**config.mk**
```make
export PLATFORM = sky130hd
export DESIGN_NAME = pulse_rate_wind_speed
export DESIGN_NICKNAME = d
export VERILOG_FILES = /design/src/rtl/core/prws_pkg.sv /design/src/rtl/core/pulse_rate_wind_speed.sv /design/src/rtl/core/prws_queue.sv /design/src/rtl/core/prws_front.sv /design/src/rtl/core/prws_back.sv
export VERILOG_INCLUDE_DIRS = /design/src /design/src/rtl/core
export SDC_FILE = /design/constraint.sdc
export NUM_CORES = 2
export LEC_CHECK = 0
export BUFFER_PORTS_ARGS = -buffer_cell sky130_fd_sc_hd__buf_4
export CAP_MARGIN = 40
export CORE_MARGIN = 2
export CORE_UTILIZATION = 61
export CTS_CLUSTER_DIAMETER = 80
export DETAILED_ROUTE_END_ITERATION = 6
export PLACE_DENSITY = 0.86
export SLEW_MARGIN = 20
export SYNTH_ARGS = -nofsm -noshare
export SYNTH_HDL_FRONTEND = slang
export SYNTH_SLANG_ARGS = --single-unit
```
**constraint.sdc**
```tcl
create_clock -name clock -period 10.45 [get_ports clock]
set_input_delay 0.5225 -clock clock [delete_from_list [all_inputs] [get_ports clock]]
set_output_delay 0.5225 -clock clock [all_outputs]
set_load 0.03 [all_outputs]
```
**src/rtl/core/pulse_rate_wind_speed_macros.svh**
```systemverilog
// ----------------------------------------------------------------------------
// Assertion macros for the pulse rate wind speed block
// Concurrent checks that compile away when SYNTHESIS is defined.
// ----------------------------------------------------------------------------
`ifndef PULSE_RATE_WIND_SPEED_MACROS_SVH
`define PULSE_RATE_WIND_SPEED_MACROS_SVH
`ifndef SYNTHESIS
// property must hold at every edge outside reset
`define PRWS_ASSERT(lbl, clk, rst, prop) \
   lbl: assert property (@(posedge clk) disable iff (rst) (prop)) \
      else $error("prws check failed");
// expression must never be true outside reset
`define PRWS_NEVER(lbl, clk, rst, expr) \
   lbl: assert property (@(posedge clk) disable iff (rst) !(expr)) \
      else $error("prws forbidden condition seen");
`else
`define PRWS_ASSERT(lbl, clk, rst, prop)
`define PRWS_NEVER(lbl, clk, rst, expr)
`endif
`endif

```
**src/rtl/core/prws_pkg.sv**
```systemverilog
`timescale 1ns / 1ps
// ----------------------------------------------------------------------------
// prws_pkg
// Shared types and constants of the pulse rate wind speed block.
// ----------------------------------------------------------------------------
package prws_pkg;

   localparam int PCOUNT_W  = 16;
   localparam int SPEED_W   = 32;
   localparam int REG_W     = 32;
   localparam int CALM_W    = 31;
   localparam int CSR_IDX_W = 3;

   localparam logic [PCOUNT_W-1:0] PCOUNT_MAX = '1;
   localparam logic [SPEED_W-1:0]  SPEED_MAX  = '1;

   typedef enum logic [CSR_IDX_W-1:0] {
      REG_WINDOW = 3'd0,
      REG_SQUARE = 3'd1,
      REG_LINEAR = 3'd2,
      REG_OFFSET = 3'd3,
      REG_CALM   = 3'd4
   } reg_index_type;

   localparam logic [REG_W-1:0]         WINDOW_RST = 32'd10000000;
   localparam logic signed [REG_W-1:0]  SQUARE_RST = -32'sd3037;
   localparam logic signed [REG_W-1:0]  LINEAR_RST = 32'sd2325154;
   localparam logic signed [REG_W-1:0]  OFFSET_RST = 32'sd23580377;
   localparam logic [CALM_W-1:0]        CALM_RST   = 31'd25165824;

   typedef struct packed {
      logic signed [REG_W-1:0] square;
      logic signed [REG_W-1:0] linear;
      logic signed [REG_W-1:0] offset;
      logic [CALM_W-1:0]       calm;
   } coef_type;

   // queue between front and back
   localparam int QDEPTH = 2;

   // km/h = (18 * mps + 2) / 5: remainder from the nibble sum (16 is one
   // modulo five), then an exact divide by the inverse of five modulo 2^32
   localparam int                 KMPH_W    = 40;
   localparam int                 NIBBLES   = KMPH_W / 4;
   localparam logic [KMPH_W-1:0]  KMPH_OVER = 40'h5_0000_0000;
   localparam logic [SPEED_W-1:0] INV_FIVE  = 32'hCCCC_CCCD;

endpackage

```
**src/rtl/core/pulse_rate_wind_speed.sv**
```systemverilog
`timescale 1ns / 1ps
// ----------------------------------------------------------------------------
// pulse_rate_wind_speed
// Cup anemometer pulse counter with quadratic speed calibration.
// ----------------------------------------------------------------------------
// Input queue: push a beat carrying a microsecond tick and/or a rotor pulse
// edge while full is low; one beat is taken every cycle. Pulses are counted
// (held at the counter maximum) and ticks are counted; the tick that brings
// the elapsed count up to window_ticks closes the window, and a pulse on that
// beat counts in the next window.
// Result queue: each closed window yields one beat with the pulse count and
// the speed in m/s and km/h (unsigned Q8.24); it stays on the ports while
// empty is low until pop takes it.
// The speed sequencer steps through each window in turn: eight steps on one 33 by
// COUNT_WIDTH+1 multiplier and adders, four steps of the km/h conversion
// and one to hand the result over.
// A two-entry queue holds closed windows; if windows close faster than the
// sequencer finishes them, or the result is not popped, full rises and
// input stalls.
// Reset clears the counters, both queues and reloads the register defaults.
// Write registers through csr_we/csr_index/csr_wdata only while idle.
// ----------------------------------------------------------------------------
module pulse_rate_wind_speed #(
   parameter int COUNT_WIDTH = 16
) (
   input  logic                                  clock,
   input  logic                                  reset,
   input  logic                                  req_push,
   output logic                                  req_full,
   input  logic                                  req_time_tick,
   input  logic                                  req_pulse_edge,
   output logic                                  rsp_empty,
   input  logic                                  rsp_pop,
   output logic [prws_pkg::PCOUNT_W-1:0]         rsp_pulse_count,
   output logic [prws_pkg::SPEED_W-1:0]          rsp_speed_mps,
   output logic [prws_pkg::SPEED_W-1:0]          rsp_speed_kmph,
   input  logic                                  csr_we,
   input  logic [prws_pkg::CSR_IDX_W-1:0]        csr_index,
   input  logic [prws_pkg::REG_W-1:0]            csr_wdata
);

   logic [prws_pkg::REG_W-1:0] window_ff;
   prws_pkg::coef_type         coef_ff;
   logic                       q_push;
   logic                       q_pop;
   logic                       q_full;
   logic                       q_empty;
   logic [COUNT_WIDTH-1:0]     q_count;
   logic [COUNT_WIDTH-1:0]     q_data;

   assign req_full = q_full;

   always_ff @(posedge clock) begin
      if (reset) begin
         window_ff     <= prws_pkg::WINDOW_RST;
         coef_ff.square <= prws_pkg::SQUARE_RST;
         coef_ff.linear <= prws_pkg::LINEAR_RST;
         coef_ff.offset <= prws_pkg::OFFSET_RST;
         coef_ff.calm   <= prws_pkg::CALM_RST;
      end else if (csr_we) begin
         unique case (prws_pkg::reg_index_type'(csr_index))
            prws_pkg::REG_WINDOW: window_ff      <= csr_wdata;
            prws_pkg::REG_SQUARE: coef_ff.square <= csr_wdata;
            prws_pkg::REG_LINEAR: coef_ff.linear <= csr_wdata;
            prws_pkg::REG_OFFSET: coef_ff.offset <= csr_wdata;
            prws_pkg::REG_CALM:   coef_ff.calm   <= csr_wdata[prws_pkg::CALM_W-1:0];
            default: ;
         endcase
      end
   end

   prws_front #(
      .COUNT_WIDTH (COUNT_WIDTH)
   ) u_front (
      .clock          (clock),
      .reset          (reset),
      .req_push       (req_push),
      .req_time_tick  (req_time_tick),
      .req_pulse_edge (req_pulse_edge),
      .window_ticks   (window_ff),
      .q_full         (q_full),
      .q_push         (q_push),
      .q_count        (q_count)
   );

   prws_queue #(
      .WIDTH (COUNT_WIDTH)
   ) u_queue (
      .clock     (clock),
      .reset     (reset),
      .push      (q_push),
      .push_data (q_count),
      .full      (q_full),
      .pop       (q_pop),
      .pop_data  (q_data),
      .empty     (q_empty)
   );

   prws_back #(
      .COUNT_WIDTH (COUNT_WIDTH)
   ) u_back (
      .clock           (clock),
      .reset           (reset),
      .coef            (coef_ff),
      .q_empty         (q_empty),
      .q_data          (q_data),
      .q_pop           (q_pop),
      .rsp_empty       (rsp_empty),
      .rsp_pop         (rsp_pop),
      .rsp_pulse_count (rsp_pulse_count),
      .rsp_speed_mps   (rsp_speed_mps),
      .rsp_speed_kmph  (rsp_speed_kmph)
   );

endmodule

```
**src/rtl/core/prws_queue.sv**
```systemverilog
`timescale 1ns / 1ps
// ----------------------------------------------------------------------------
// prws_queue
// Small first-in first-out store of closed-window pulse counts.
// ----------------------------------------------------------------------------
`include "pulse_rate_wind_speed_macros.svh"
module prws_queue #(
   parameter int WIDTH = 16
) (
   input  logic             clock,
   input  logic             reset,
   input  logic             push,
   input  logic [WIDTH-1:0] push_data,
   output logic             full,
   input  logic             pop,
   output logic [WIDTH-1:0] pop_data,
   output logic             empty
);

   localparam int PTR_W = $clog2(prws_pkg::QDEPTH);
   localparam int CNT_W = $clog2(prws_pkg::QDEPTH + 1);

   logic [WIDTH-1:0] mem_ff [prws_pkg::QDEPTH];
   logic [PTR_W-1:0] wr_ptr_ff;
   logic [PTR_W-1:0] rd_ptr_ff;
   logic [CNT_W-1:0] cnt_ff;
   logic [CNT_W-1:0] cnt_in;

   assign full     = (cnt_ff == CNT_W'(prws_pkg::QDEPTH));
   assign empty    = (cnt_ff == '0);
   assign pop_data = mem_ff[rd_ptr_ff];

   always_comb begin
      cnt_in = cnt_ff;
      priority if (push && !pop) begin
         cnt_in = cnt_ff + CNT_W'(1);
      end else if (pop && !push) begin
         cnt_in = cnt_ff - CNT_W'(1);
      end
   end

   always_ff @(posedge clock) begin
      if (reset) begin
         wr_ptr_ff <= '0;
         rd_ptr_ff <= '0;
         cnt_ff    <= '0;
      end else begin
         if (push) begin
            wr_ptr_ff <= wr_ptr_ff + PTR_W'(1);
         end
         if (pop) begin
            rd_ptr_ff <= rd_ptr_ff + PTR_W'(1);
         end
         cnt_ff <= cnt_in;
      end
   end

   always_ff @(posedge clock) begin
      if (push) begin
         mem_ff[wr_ptr_ff] <= push_data;
      end
   end

   `PRWS_NEVER(a_q_overflow, clock, reset, push && full)
   `PRWS_NEVER(a_q_underflow, clock, reset, pop && empty)

endmodule

```
**src/rtl/core/prws_front.sv**
```systemverilog
`timescale 1ns / 1ps
// ----------------------------------------------------------------------------
// prws_front
// Takes tick and pulse beats, counts them and hands each closed window's
// pulse count to the queue.
// ----------------------------------------------------------------------------
module prws_front #(
   parameter int COUNT_WIDTH = 16
) (
   input  logic                              clock,
   input  logic                              reset,
   input  logic                              req_push,
   input  logic                              req_time_tick,
   input  logic                              req_pulse_edge,
   input  logic [prws_pkg::REG_W-1:0]        window_ticks,
   input  logic                              q_full,
   output logic                              q_push,
   output logic [COUNT_WIDTH-1:0]            q_count
);

   logic [COUNT_WIDTH-1:0]     count_ff;
   logic [COUNT_WIDTH-1:0]     count_in;
   logic [prws_pkg::REG_W-1:0] elapsed_ff;
   logic [prws_pkg::REG_W-1:0] elapsed_in;
   logic [prws_pkg::REG_W-1:0] elapsed_inc;
   logic                       accept;
   logic                       close;

   assign accept      = req_push && !q_full;
   assign elapsed_inc = elapsed_ff + prws_pkg::REG_W'(1);
   assign close       = accept && req_time_tick && (elapsed_inc >= window_ticks);
   assign q_push      = close;
   assign q_count     = count_ff;

   always_comb begin
      count_in   = count_ff;
      elapsed_in = elapsed_ff;
      priority if (close) begin
         // a pulse on the closing beat opens the new window
         elapsed_in = '0;
         count_in   = COUNT_WIDTH'(req_pulse_edge);
      end else if (accept) begin
         if (req_time_tick) begin
            elapsed_in = elapsed_inc;
         end
         // hold at the counter maximum
         if (req_pulse_edge && !(&count_ff)) begin
            count_in = count_ff + COUNT_WIDTH'(1);
         end
      end
   end

   always_ff @(posedge clock) begin
      if (reset) begin
         count_ff   <= '0;
         elapsed_ff <= '0;
      end else begin
         count_ff   <= count_in;
         elapsed_ff <= elapsed_in;
      end
   end

endmodule

```
**src/rtl/core/prws_back.sv**
```systemverilog
`timescale 1ns / 1ps
// ----------------------------------------------------------------------------
// prws_back
// Evaluates the calibration polynomial for one pulse count on a shared
// multiplier, applies the calm threshold, converts to km/h and holds the
// result beat until it is taken.
// ----------------------------------------------------------------------------
`include "pulse_rate_wind_speed_macros.svh"
module prws_back #(
   parameter int COUNT_WIDTH = 16
) (
   input  logic                                clock,
   input  logic                                reset,
   input  prws_pkg::coef_type                  coef,
   input  logic                                q_empty,
   input  logic [COUNT_WIDTH-1:0]              q_data,
   output logic                                q_pop,
   output logic                                rsp_empty,
   input  logic                                rsp_pop,
   output logic [prws_pkg::PCOUNT_W-1:0]       rsp_pulse_count,
   output logic [prws_pkg::SPEED_W-1:0]        rsp_speed_mps,
   output logic [prws_pkg::SPEED_W-1:0]        rsp_speed_kmph
);

   localparam int CW = COUNT_WIDTH;
   localparam int UW = CW + 33;      // a*n + b
   localparam int MW = CW + 34;      // multiplier product
   localparam int PW = 2 * CW + 33;  // (a*n + b) * n
   localparam int VW = PW + 1;       // plus offset
   localparam int HW = UW - 32;      // upper slice of a*n + b
   localparam int DW = prws_pkg::KMPH_W;

   localparam logic signed [VW-1:0] MPS_LIMIT =
      VW'($signed({1'b0, prws_pkg::SPEED_MAX}));

   typedef enum logic [3:0] {
      ST_IDLE,
      ST_MUL_A,
      ST_ADD_B,
      ST_MUL_LO,
      ST_MUL_HI,
      ST_SUM,
      ST_OFFSET,
      ST_CLAMP,
      ST_PREP,
      ST_DSUM,
      ST_REM,
      ST_DIV,
      ST_WRITE
   } state_type;

   state_type                           state_ff;
   logic [CW-1:0]                       n_ff;
   logic signed [MW-1:0]                mul_ff;
   logic signed [MW-1:0]                lo_ff;
   logic signed [UW-1:0]                u_ff;
   logic signed [PW-1:0]                p_ff;
   logic signed [VW-1:0]                v_ff;
   logic [prws_pkg::SPEED_W-1:0]        mps_ff;
   logic [DW-1:0]                       sr_ff;
   logic [7:0]                          dsum_ff;
   logic                                over_ff;
   logic [prws_pkg::SPEED_W-1:0]        num_ff;
   logic [prws_pkg::SPEED_W-1:0]        kmph_ff;
   logic                                rsp_valid_ff;
   logic [prws_pkg::PCOUNT_W-1:0]       cnt_out_ff;
   logic [prws_pkg::SPEED_W-1:0]        mps_out_ff;
   logic [prws_pkg::SPEED_W-1:0]        kmph_out_ff;

   logic signed [32:0]                  mul_x;
   logic signed [CW:0]                  mul_y;
   logic signed [MW-1:0]                mul_p;
   logic signed [VW-1:0]                calm_v;
   logic [7:0]                          dsum_w;
   logic [4:0]                          fold_w;
   logic [2:0]                          rem_w;
   logic                                load;
   logic [prws_pkg::PCOUNT_W-1:0]       cnt_w;

   assign q_pop           = (state_ff == ST_IDLE) && !q_empty;
   assign load            = (state_ff == ST_WRITE) && (!rsp_valid_ff || rsp_pop);
   assign rsp_empty       = !rsp_valid_ff;
   assign rsp_pulse_count = cnt_out_ff;
   assign rsp_speed_mps   = mps_out_ff;
   assign rsp_speed_kmph  = kmph_out_ff;
   assign calm_v          = VW'($signed({1'b0, coef.calm}));

   // shared multiplier: signed 33 bits by the unsigned count
   assign mul_y = $signed({1'b0, n_ff});
   assign mul_p = mul_x * mul_y;

   always_comb begin
      unique case (state_ff)
         ST_MUL_A:  mul_x = {coef.square[31], coef.square};
         ST_MUL_LO: mul_x = {1'b0, u_ff[31:0]};
         ST_MUL_HI: mul_x = {{(33 - HW){u_ff[UW-1]}}, u_ff[UW-1:32]};
         default:   mul_x = '0;
      endcase
   end

   // nibble sum keeps the value modulo five
   always_comb begin
      dsum_w = '0;
      for (int i = 0; i < prws_pkg::NIBBLES; i++) begin
         dsum_w = dsum_w + 8'(sr_ff[4*i +: 4]);
      end
   end

   assign fold_w = 5'(dsum_ff[7:4]) + 5'(dsum_ff[3:0]);

   always_comb begin
      priority if (fold_w >= 5'd20) begin
         rem_w = 3'(fold_w - 5'd20);
      end else if (fold_w >= 5'd15) begin
         rem_w = 3'(fold_w - 5'd15);
      end else if (fold_w >= 5'd10) begin
         rem_w = 3'(fold_w - 5'd10);
      end else if (fold_w >= 5'd5) begin
         rem_w = 3'(fold_w - 5'd5);
      end else begin
         rem_w = fold_w[2:0];
      end
   end

   assign cnt_w  = (n_ff > CW'(prws_pkg::PCOUNT_MAX)) ? prws_pkg::PCOUNT_MAX
                                                     : prws_pkg::PCOUNT_W'(n_ff);

   always_ff @(posedge clock) begin
      if (reset) begin
         state_ff     <= ST_IDLE;
         rsp_valid_ff <= 1'b0;
      end else begin
         if (load) begin
            rsp_valid_ff <= 1'b1;
         end else if (rsp_pop) begin
            rsp_valid_ff <= 1'b0;
         end
         unique case (state_ff)
            ST_IDLE: begin
               if (!q_empty) begin
                  n_ff     <= q_data;
                  state_ff <= ST_MUL_A;
               end
            end
            ST_MUL_A: begin
               mul_ff   <= mul_p;
               state_ff <= ST_ADD_B;
            end
            ST_ADD_B: begin
               u_ff     <= mul_ff[UW-1:0] + {{(UW - 32){coef.linear[31]}}, coef.linear};
               state_ff <= ST_MUL_LO;
            end
            ST_MUL_LO: begin
               lo_ff    <= mul_p;
               state_ff <= ST_MUL_HI;
            end
            ST_MUL_HI: begin
               mul_ff   <= mul_p;
               state_ff <= ST_SUM;
            end
            ST_SUM: begin
               p_ff     <= (PW'(mul_ff) <<< 32) + PW'(lo_ff);
               state_ff <= ST_OFFSET;
            end
            ST_OFFSET: begin
               v_ff     <= VW'(p_ff) + VW'(coef.offset);
               state_ff <= ST_CLAMP;
            end
            ST_CLAMP: begin
               // calm covers every negative value too
               priority if (v_ff <= calm_v) begin
                  mps_ff <= '0;
               end else if (v_ff > MPS_LIMIT) begin
                  mps_ff <= prws_pkg::SPEED_MAX;
               end else begin
                  mps_ff <= v_ff[prws_pkg::SPEED_W-1:0];
               end
               state_ff <= ST_PREP;
            end
            ST_PREP: begin
               // 18 * mps + 2, rounds the divide to nearest
               sr_ff    <= DW'({mps_ff, 4'b0000}) + DW'({mps_ff, 1'b0}) + DW'(2);
               state_ff <= ST_DSUM;
            end
            ST_DSUM: begin
               dsum_ff  <= dsum_w;
               over_ff  <= (sr_ff >= prws_pkg::KMPH_OVER);
               state_ff <= ST_REM;
            end
            ST_REM: begin
               // drop the remainder so the divide is exact
               num_ff   <= sr_ff[prws_pkg::SPEED_W-1:0] - prws_pkg::SPEED_W'(rem_w);
               state_ff <= ST_DIV;
            end
            ST_DIV: begin
               kmph_ff  <= over_ff ? prws_pkg::SPEED_MAX : num_ff * prws_pkg::INV_FIVE;
               state_ff <= ST_WRITE;
            end
            ST_WRITE: begin
               if (load) begin
                  state_ff <= ST_IDLE;
               end
            end
            default: state_ff <= ST_IDLE;
         endcase
      end
   end

   always_ff @(posedge clock) begin
      if (load) begin
         cnt_out_ff  <= cnt_w;
         mps_out_ff  <= mps_ff;
         kmph_out_ff <= kmph_ff;
      end
   end

   `PRWS_ASSERT(a_kmph_ge_mps, clock, reset, rsp_valid_ff |-> (kmph_out_ff >= mps_out_ff))
   `PRWS_ASSERT(a_calm_kmph, clock, reset, rsp_valid_ff && mps_out_ff == '0 |-> kmph_out_ff == '0)
   `PRWS_ASSERT(a_write_lands, clock, reset, ((state_ff == ST_WRITE) && !rsp_valid_ff) |=> rsp_valid_ff)

endmodule
```
==> impl_metrics.yaml <==
grt:
  grt_max_degree: 72
  grt_overflow_total: 0
  antenna_found_initial: 3
  grt_pass1_wl_mm: 275
  first_global_vias: 50376
  track_usage_pct: 31.9
die:
  dieArea_sq_um: 111000
  start_util_pct: 61.7
  row_count: 120
  dieWidth_um: 334
  core_area_sq_um: 108000
  io_pins: 124
  die_y_um: 334
hold_path:
  min_path_type: "input pin to flip-flop"
  hold_depth: 3
worst_setup_path:
  worstPathRequired_ns: 10.88
  slowest_stage: "dfxtp_1"
  critPathMaxFanout: 21
  ff2ff_path_depth: 26
  worstSetupStartpointType: "flip-flop"
  cp_num_cells: 26
  cp_num_buf_inv: 4
  crit_arrival_ns: 9.74
  path_class: "flip-flop to flip-flop"
  critPathCaptureType: "flip-flop"
  slowest_delay_ns: 0.63
  cp_common_cell: "fa_1"
  crit_family: "adder cells"
timing:
  fmax_mhz: 107
  fin_crit_sh_pct: 89.1
  rsz0062_at_grt: "no"
  hold_viol: 0
  hold_slack_ns: 0.175
  setup_viol: 0
  skew_ns: 0.0528
  min_period_ns: 9.31
  tightest_slew_ns: 1.09
  relSlewSlack_pct: 27.1
  fin_setup_tns_ns: 0
  maxSlewViolCount: 0
cells_and_area:
  fin_area_sq_um: 71800
  regArea_sq_um: 20800
  multiInputGateArea_sq_um: 40600
  nets: 8051
  syn_to_final_growth_pct: 8.21
  layoutNonFillerInstCount: 8204
  drive_gt1_share_pct: 5.72
  fillers: 7880
routing:
  viasPerCell: 5.95
  antenna_left: 0
  wl_per_cell_um: 21.3
  vias: 48790
  drt_iter0_drc: 4731
  post-route-drc-count: 0
  first_pass_iters: 7
  finalWirelength_mm: 175
synthesis:
  synth_cell_types: 83
  yosysTopAreaCell: "edfxtp_1"
  synth_edf_count: 549
  synth.most_common_cell: "inv_1"
  synth_common_cells: "1,131 x inv_1, 880 x nand2_1, 718 x fa_1"
  async_flop_share_pct: 0
  synth_area_sq_um: 66400
  synth_area_per_cell_sq_um: 9.95
  syn_inst: 6670
  seq_area_frac_synth_pct: 31.4
  synth_top_area_share_pct: 24.8
  synth_ff_type: "edfxtp_1"
  ys_ff_latch: 765
  synth_area_leaders: "edfxtp_1 25%, fa_1 22%, ha_1 11%"
  synth_fp_nets: 7993
  yosys_warnings: 0
place:
  dp.cells: 8040
  postPlaceCellArea_sq_um: 68800
  dp_hpwl_mm: 133
  gp_congestion: 0.984
  numPortBuffers: 123
clock_network:
  clockBufferDepth: 3
  cts_hold_buf: 0
  clkSinkCount: 765
  post_cts_resized: 0
  htree_levels: 3
  clk_latency_ns: 0.68
  clk_pin_slew_ns: 0.07
  postCtsSetupBuffers: 0
  cts-root-buf: "clkbuf_16"
  cts_buffers: 81
  tritoncts: "done"
pwr:
  leakage_uw: 0.0324
  vdd_drop_max_v: 0.000946
  powerDensity_nw_per_um2: 359
status:
  status: "complete, no violations"
run:
  maxCapViolations: 0
## per-layer routing
metal	share of wire (%)	GRT usage [%]	wire length (um)
met2	49	53.9	85100
met4	5.9	16.4	10400
met3	8.1	5.22	14200
met1	37	39.6	65200
met5	0.0074	0	13
## power breakdown
part           switching [uW]  internal, uW  total [uW]
Combinational           11200          6640       17800
Sequential                183          4700        4880
Clock                    1280          1800        3080
Total                   12700         13100       25800
## layout by cell type, fill, tap and decap left out, drive strengths merged, types with 185 or more instances in the layout
| cell | count |
|---|---|
| and2 | 192 |
| nand2 | 880 |
| edfxtp | 549 |
| inv | 1140 |
| a21o | 185 |
| fa | 718 |
| a21oi | 326 |
| xnor2 | 268 |
| nor2 | 244 |
| ha | 563 |
| dfxtp | 216 |
## path summary, 6_finish.rpt
kind                           end               start  slack, ns
setup reg to reg  u_back.lo_ff[49]  u_back.state_ff[0]       1.14
hold / removal        window_ff[1]        csr_wdata[1]       0.18
hold reg to reg    u_back.p_ff[27]    u_back.lo_ff[27]       0.42
setup / recovery  u_back.lo_ff[49]  u_back.state_ff[0]       1.14
## layout make-up
type | count | share of cell area, %
well taps | 1403 | 2.44
flip-flops and latches | 765 | 29.0
repair buffers | 183 | 2.05
multi-input cells | 4565 | 56.5
diodes | 4 | 0.0139
clock buffers | 105 | 3.24
clock inverters | 47 | 0.807
inverters | 1132 | 5.92
## worst reg2reg max path: cells and delay by family, from the launching register on
kind / cells / cell delay [ns]
AO/OA/AOI/OAI: 8 / 2.10
XOR/XNOR: 1 / 0.14
buffers and inverters: 4 / 0.55
flip-flops: 1 / 0.63
adder cells (fa/ha/maj): 7 / 3.48
AND/OR/NAND/NOR: 6 / 2.18
## stage by stage
| step | utilization (%) | worst slack [ns] | total power, uW |
|---|---|---|---|
| after floorplan | - | 2.33 | 17100 |
| after global placement | 63.9 | 1.63 | 21800 |
| after detailed placement | 64.0 | 1.33 | 22400 |
| after CTS | 66.7 | 1.27 | 25600 |
| after global routing | 66.8 | 0.609 | 27700 |
| final | 66.8 | 1.14 | 25800 |
## sequential cells by signal, summed over array words and instances (netlist names), 32 cells and up
signal,cells
u_queue.mem_ff,32
u_back.num_ff,32
coef_ff,127
u_back.v_ff,66
u_front.elapsed_ff,32
u_back.u_ff,49
u_back.sr_ff,37
u_back.rsp_speed_mps,32
window_ff,32
u_back.mul_ff,49
u_back.rsp_speed_kmph,32
u_back.kmph_ff,32
u_back.lo_ff,50
u_back.mps_ff,32
u_back.p_ff,65
## cell families after synthesis
| logic type | synth area share [%] |
|---|---|
| simple gates | 13.3 |
| mux | 0.364 |
| other cells | 0.00565 |
| compound gates | 9.83 |
| flops | 31.4 |
| xor+xnor | 5.29 |
| fa+ha+maj | 32.3 |
| buf+inv | 7.59 |
(Power assumes the default switching activity.)
